`src/design/bqc_pkg.sv`:
```
// bqc_pkg: types, codes and sizes shared by the quadratic calibration block
// depends on nothing; imported by every design file and the checker
package bqc_pkg;

  localparam int NUM_CHIPS    = 4;
  localparam int NUM_CHANNELS = 8;
  localparam int TABLE_DEPTH  = NUM_CHIPS * NUM_CHANNELS;
  localparam int IDX_W        = $clog2(TABLE_DEPTH);

  localparam int FRAC_BITS = 16;
  localparam logic signed [31:0] Q16_ONE = 32'sd1 <<< FRAC_BITS;

  // shared multiplier: 33-bit signed operands; unsigned ones are zero-extended to stay positive
  localparam int MUL_W  = 33;
  localparam int PROD_W = 2 * MUL_W;

  localparam int CFG_IDX_W  = 1;
  localparam int CFG_DATA_W = 20;

  localparam logic [CFG_IDX_W-1:0] CFG_SCALE_FACTOR = 1'd0;
  localparam logic [CFG_IDX_W-1:0] CFG_SCALE_SHIFT  = 1'd1;

  localparam logic [19:0] SCALE_FACTOR_RESET = 20'd9375;
  localparam logic [4:0]  SCALE_SHIFT_RESET  = 5'd0;

  localparam logic [2:0] FUNC_APPLY    = 3'd0;
  localparam logic [2:0] FUNC_SET_COEF = 3'd1;
  localparam logic [2:0] FUNC_SET_OFF  = 3'd2;
  localparam logic [2:0] FUNC_ENABLE   = 3'd3;
  localparam logic [2:0] FUNC_DISABLE  = 3'd4;

  typedef struct packed {
    logic [2:0]         func;
    logic [1:0]         chip;
    logic [2:0]         channel;
    logic signed [23:0] sample;
    logic signed [31:0] const_term;
    logic signed [31:0] linear_term;
    logic signed [31:0] square_term;
    logic signed [23:0] zero_level;
  } in_item_t;

  typedef struct packed {
    logic signed [31:0] value;
    logic               calibrated;
  } out_item_t;

  typedef struct packed {
    logic signed [31:0] a0;
    logic signed [31:0] a1;
    logic signed [31:0] a2;
  } coef_t;

  // one table access, issued on the beat that accepts an item
  typedef struct packed {
    logic               rd_en;
    logic               wr_coef;
    logic               wr_off;
    logic               set_en;
    logic               clr_en;
    logic [IDX_W-1:0]   idx;
    coef_t              coef;
    logic signed [23:0] offset;
  } tbl_req_t;

  typedef struct packed {
    coef_t              coef;
    logic signed [23:0] offset;
    logic               enable;
  } tbl_entry_t;

  typedef enum logic [3:0] {
    ST_IDLE,
    ST_OFFSET,
    ST_SCALE,
    ST_SHIFT,
    ST_SQUARE,
    ST_LIN,
    ST_SQLO,
    ST_SQHI,
    ST_SUM,
    ST_DONE
  } state_t;

endpackage

```
`src/design/bqc_table.sv`:
```
// bqc_table: per-entry calibration storage, coefficient and offset rams
// plus valid and enable flops; depends on bqc_pkg
module bqc_table import bqc_pkg::*; (
  input  logic       clk,
  input  logic       rst,
  input  tbl_req_t   req,
  output tbl_entry_t entry
);

  coef_t              coef_mem [TABLE_DEPTH];
  logic signed [23:0] off_mem  [TABLE_DEPTH];

  logic [TABLE_DEPTH-1:0] coef_vld;
  logic [TABLE_DEPTH-1:0] off_vld;
  logic [TABLE_DEPTH-1:0] en;

  coef_t              coef_q;
  logic signed [23:0] off_q;
  logic               coef_vld_q;
  logic               off_vld_q;
  logic               en_q;

  // writes and reads come from different items, never the same beat
  always_ff @(posedge clk) begin
    if (req.wr_coef) begin
      coef_mem[req.idx] <= req.coef;
    end
    if (req.wr_off) begin
      off_mem[req.idx] <= req.offset;
    end
    if (req.rd_en) begin
      coef_q <= coef_mem[req.idx];
      off_q  <= off_mem[req.idx];
    end
  end

  always_ff @(posedge clk) begin
    if (rst) begin
      coef_vld   <= '0;
      off_vld    <= '0;
      en         <= '0;
      coef_vld_q <= 1'b0;
      off_vld_q  <= 1'b0;
      en_q       <= 1'b0;
    end else begin
      if (req.wr_coef) begin
        coef_vld[req.idx] <= 1'b1;
      end
      if (req.wr_off) begin
        off_vld[req.idx] <= 1'b1;
      end
      if (req.wr_coef || req.set_en) begin
        en[req.idx] <= 1'b1;
      end else if (req.clr_en) begin
        en[req.idx] <= 1'b0;
      end
      if (req.rd_en) begin
        coef_vld_q <= coef_vld[req.idx];
        off_vld_q  <= off_vld[req.idx];
        en_q       <= en[req.idx];
      end
    end
  end

  // unwritten entries read as passthrough
  always_comb begin
    entry.coef.a0 = coef_vld_q ? coef_q.a0 : '0;
    entry.coef.a1 = coef_vld_q ? coef_q.a1 : Q16_ONE;
    entry.coef.a2 = coef_vld_q ? coef_q.a2 : '0;
    entry.offset  = off_vld_q ? off_q : '0;
    entry.enable  = en_q;
  end

endmodule

```
`config.mk`:
```
export PLATFORM = sky130hd
export DESIGN_NAME = bqc_table
export DESIGN_NICKNAME = d
export VERILOG_FILES = /design/src/design/bqc_pkg.sv /design/src/design/bqc_table.sv
export SDC_FILE = /design/constraint.sdc
export NUM_CORES = 2
export LEC_CHECK = 0
export ABC_CLOCK_PERIOD_IN_PS = 6800
export BUFFER_PORTS_ARGS = -buffer_cell sky130_fd_sc_hd__buf_4
export CORE_MARGIN = 2
export CORE_UTILIZATION = 56
export DETAILED_ROUTE_END_ITERATION = 12
export HOLD_SLACK_MARGIN = 0.02
export PLACE_DENSITY = 0.75
export SLEW_MARGIN = 10
export SYNTH_ARGS = -nofsm -noshare
export SYNTH_HDL_FRONTEND = slang
export SYNTH_SLANG_ARGS = --single-unit
```
`constraint.sdc`:
```
create_clock -name clk -period 6.8 [get_ports clk]
set_input_delay 1.02 -clock clk [delete_from_list [all_inputs] [get_ports clk]]
set_output_delay 1.02 -clock clk [all_outputs]
set_load 0.01 [all_outputs]
```
**Yosys cells after proc, flatten, opt, wreduce, memory -nomap -nowiden**

Memories as Yosys holds them, arrays and structs flattened. A register that Yosys moved wholly into a read port is not among the register bits.
Index checks and enable logic that the tools add are counted.

- Logic and storage cells: 36
- Memory bits (writable): 3,840
- Input port bits: 132
- Register bits after elaboration: 99
- Memories kept: 2

Memory list:

| name | depth | width | rd ports | clocked after Yosys merged registers in | wr ports | RTL line | RTL |
|---|---|---|---|---|---|---|---|
| coef_mem | 32 | 96 | 1 | 1 | 1 | bqc_table.sv:10 | `coef_t coef_mem [TABLE_DEPTH];` |
| off_mem | 32 | 24 | 1 | 1 | 1 | bqc_table.sv:11 | `logic signed [23:0] off_mem [TABLE_DEPTH];` |

- Bitwise operators: 5
- $lt $le $gt $ge: 2
- Reductions and logical operators: 3
- Multiplexer cells: 18

Operators by type and width:

| kind | number |
|---|---|
| $mux 32 | 5 |
| $or 32x32->32 | 3 |
| $and 32x32->32 | 1 |
| $not 32->32 | 1 |
| $mux 24 | 1 |
| $bmux 1 s5 | 3 |
| $mux 1 | 8 |
| $lt 5x6->1 const B | 1 |
| $demux 1 s5 | 1 |
| $ge 5x1->1 const B | 1 |
| $reduce_bool 2->1 | 1 |
| $logic_and 1x1->1 | 1 |
| $logic_or 1x1->1 | 1 |

**Longest topological paths before layout**

- Depth in word-level cells: 8
- Depth in mapped cells: 9
- Mapped depth without buffers: 5

**Worst setup path after synthesis**

No wires, ideal clock.

- Path type: input-to-reg
- Start: input port req[120] in the netlist's numbering
- End: memory coef_mem[0][0] in the netlist's numbering (enable)
- Data required time: 6.247 ns
- Setup slack: 0.241 ns
- Path buffers: 4
- Stages on the path: 7
- Arrival: 6.006 ns
- Cells stage by stage: buf_2 > buf_6 > buf_6 > buf_4 > nor2_1 > nand2_1 > nor2_1

RTL lines:

| item | RTL line | RTL |
|---|---|---|
| from (decl) | bqc_table.sv:6 | `input tbl_req_t req,` |
| to (decl) | bqc_table.sv:10 |  |

Straight into the memory's write port.

==> summary.txt <==
Run status
  – Status: complete, but fails checks
  – Failing checks: slew limit

STA
  – Setup TNS: 0 ns
  – Fin. Hold Viols: 0
  – Final max-slew violation count: 56
  – Setup-failing EPs final: 0
  – Fmax: 243 MHz
  – Setup WS post-layout: 2.69 ns
  – Worst rel slew slack: -0.128
  – Crit path time final: 4.11 ns
  – RSZ-0062 raised after global routing: false
  – Worst clock skew: 0.0559 ns
  – Slew at the pin with the worst max-slew slack: 1.69 ns
  – Tcrit/Tclk final: 0.605

Final layout
  – Filler cells: 16.7k
  – Final nets: 7066
  – Syn-to-layout area delta: 13.0%
  – Layout cells sized above 1: 0.276

Setup path
  – Buffers & Inverters on Critical Path: 3
  – Worst Path Max Fanout: 31
  – Reg2Reg Depth: 3
  – Reg-to-reg critical path endpoint: coef_q[4]
  – Req. time, crit path: 5.78 ns
  – Crit end category: output port
  – Top Family by Delay on Critical Path: buffers and inverters
  – Max incr delay on CP: 0.74 ns
  – Reg2reg setup slack: 4.86 ns
  – Kind of critical path: flop to output port
  – Worst-path cell chain: buf_16, buf_4, nand2b_1, buf_4
  – FF-to-FF Start: coef_mem[23][4]
  – Startpoint Class: flop
  – CP most frequent cell: buf_4
  – Critical path's slowest cell: dfxtp_4
  – WP data arrival: 3.09 ns

Placement
  – DP Worst Slack: 2.22 ns
  – Post-detail-place hpwl: 181000 um
  – Port-buffer cells: 252
  – Gpl congestion: 0.790

Clocking
  – CTS-repair resized insts: 0
  – Clock Latency Late Sink: 0.94 ns
  – Post-CTS Setup Bufs: 0
  – Hold buffers post-CTS: 0
  – CTS tree: yes
  – Clock-pin slew on the worst setup and hold paths: 0.06 ns
  – Htree depth: 5
  – Clock Sinks: 4059
  – Clock tree buffer depth: 4
  – Num CTS Buffers: 394
  – Root Driver: clkbuf_16

Detailed routing
  – Detailed Route WL: 405000 um
  – Wire length per cell: 37.4 um
  – Post-route ant nets: 0
  – First DRT Iteration DRCs: 12.4k
  – DRC viols: 0
  – Vias per cell: 6.98
  – Vias: 75.7k
  – Drt first pass iters: 6

Logic synthesis
  – Cell area after synthesis: 0.152 mm2
  – Yosys reg bits: 4059
  – Area leader, netlist: edfxtp_1
  – Post-synth top area share: 0.785
  – Sequential area share after synthesis: 0.798
  – Syn Area/Cell: 23.3 um2
  – Syn Inst Count: 6499
  – Syn. warnings: 0
  – Synth area leaders: edfxtp_1 78%, mux4_2 15%, a22oi_1 2.4%
  – Syn_nets: 6631
  – Synth cell types: 33

Global routing
  – Vias in the first global route: 75.7k
  – Initial antenna violation count: 40
  – Largest net degree at the start of global routing: 142
  – Global route total overflow: 0
  – First-pass GRT wire length: 570000 um
  – GRT Total Usage: 0.296

Power and ir drop
  – Maximum VDD drop: 0.235 mV
  – Static Leak: 53.0 nW
  – Pwr Density: 300 mW/mm2

Die
  – IO Count: 253
  – Die area: 0.275 mm2
  – Die Span Y: 524 um
  – Starting Density: 0.564
  – # rows: 190
  – Core area: 0.269 mm2
  – Die X: 524 um

Run
  – Max-cap violations: 0

Hold path
  – Hold EP: coef_mem[8][72]
  – Hold Startpoint: req[96]
  – Hold depth: 1
  – Worst min-delay path class: input port to flop
## worst max path at each step
stage | start | endpoint | slack (ns) | cells after the start
after floorplan | req[120] | coef_mem[0][0] | 0.24 | 7
after global routing | coef_vld_q | entry[73] | 2.66 | 4
after detailed placement | req[121] | off_vld_q | 2.22 | 7
after global placement | req[121] | off_vld_q | 2.14 | 7
after CTS | coef_vld_q | entry[73] | 2.38 | 3
final | coef_vld_q | entry[73] | 2.69 | 4
## power breakdown
part	internal (mW)	leakage [nW]	switching [mW]	total, mW
combinational	0.841	10.4	1.37	2.21
clock	11.8	6.05	9.42	21.2
sequential	27.8	36.6	0.128	28.0
## state kept, by name, indices dropped and copies added (netlist names), 24 cells and up, named ones only
name / cells
off_q: 24
coef_mem: 3072
off_mem: 768
off_vld: 32
coef_q: 96
coef_vld: 32
## cells in the mapped netlist
library cell,instances
buf_4,6
nand2b_1,1
nor2_1,199
nand3_1,7
o21ba_2,2
o21a_1,1
nor2_2,1
or3b_2,2
o21ai_0,34
and3_1,1
mux4_2,980
mux2i_1,10
dfxtp_1,99
nor3_2,2
nor3_1,3
o22ai_1,4
nand3b_1,2
a21oi_1,33
nor3b_1,2
clkbuf_1,179
nor2b_1,4
buf_2,121
or3_1,1
or2_2,1
and2_1,120
nand2_1,46
a22o_1,2
buf_6,29
buf_1,37
and3b_1,2
nand4_1,122
a22oi_1,486
edfxtp_1,3960
## through the flow
step	util	cell area (um2)	instances	total power, mW	hold slack (ns)
floorplan	-	152000	6499	29.7	0.435
global placement	0.590	159000	10100	30.6	0.444
detailed placement	0.590	159000	10100	30.7	0.457
CTS	0.637	171000	10800	51.5	0.395
global route	0.637	171000	10800	52.6	0.444
finish	0.637	171000	10800	51.4	0.452
## kinds of logic after synthesis
family / after synthesis / synth area share
compound gates: 562 / 0.0268
flops: 4059 / 0.798
buf+inv: 372 / 0.0118
mux: 990 / 0.146
simple gates: 516 / 0.0173
## metal layers
layer,up-vias,part of all wire,global-route usage
li1,28800,-,-
met1,39900,0.34,0.405
met2,6035,0.49,0.472
met3,970,0.13,0.0642
met4,22,0.043,0.117
met5,-,0.00035,0
## final cells by class
type	count	area (um2)	share of cell area
Tap cell	3552	4440	0.0260
Antenna cell	34	85.1	0.000497
Timing Repair Buffer	411	3890	0.0227
Clock buffer	498	10400	0.0606
Clock inverter	223	2110	0.0123
Multi-Input combinational cell	2068	29400	0.172
Sequential cell	4059	121000	0.706
## cell usage in the layout (no fill, tap or decap), drive strengths merged, types with 12 or more instances in the layout
master | netlist | routed
and2 | 120 | 120
diode | 0 | 34
clkbuf | 179 | 498
buf | 193 | 411
clkinvlp | 0 | 12
a21oi | 33 | 33
o21ai | 34 | 34
mux4 | 980 | 980
nand4 | 122 | 122
edfxtp | 3960 | 3960
nor2 | 200 | 200
clkinv | 0 | 177
a22oi | 486 | 486
nand2 | 46 | 46
dfxtp | 99 | 99
bufinv | 0 | 24
No activity file was read; power rests on OpenSTA's default activity.
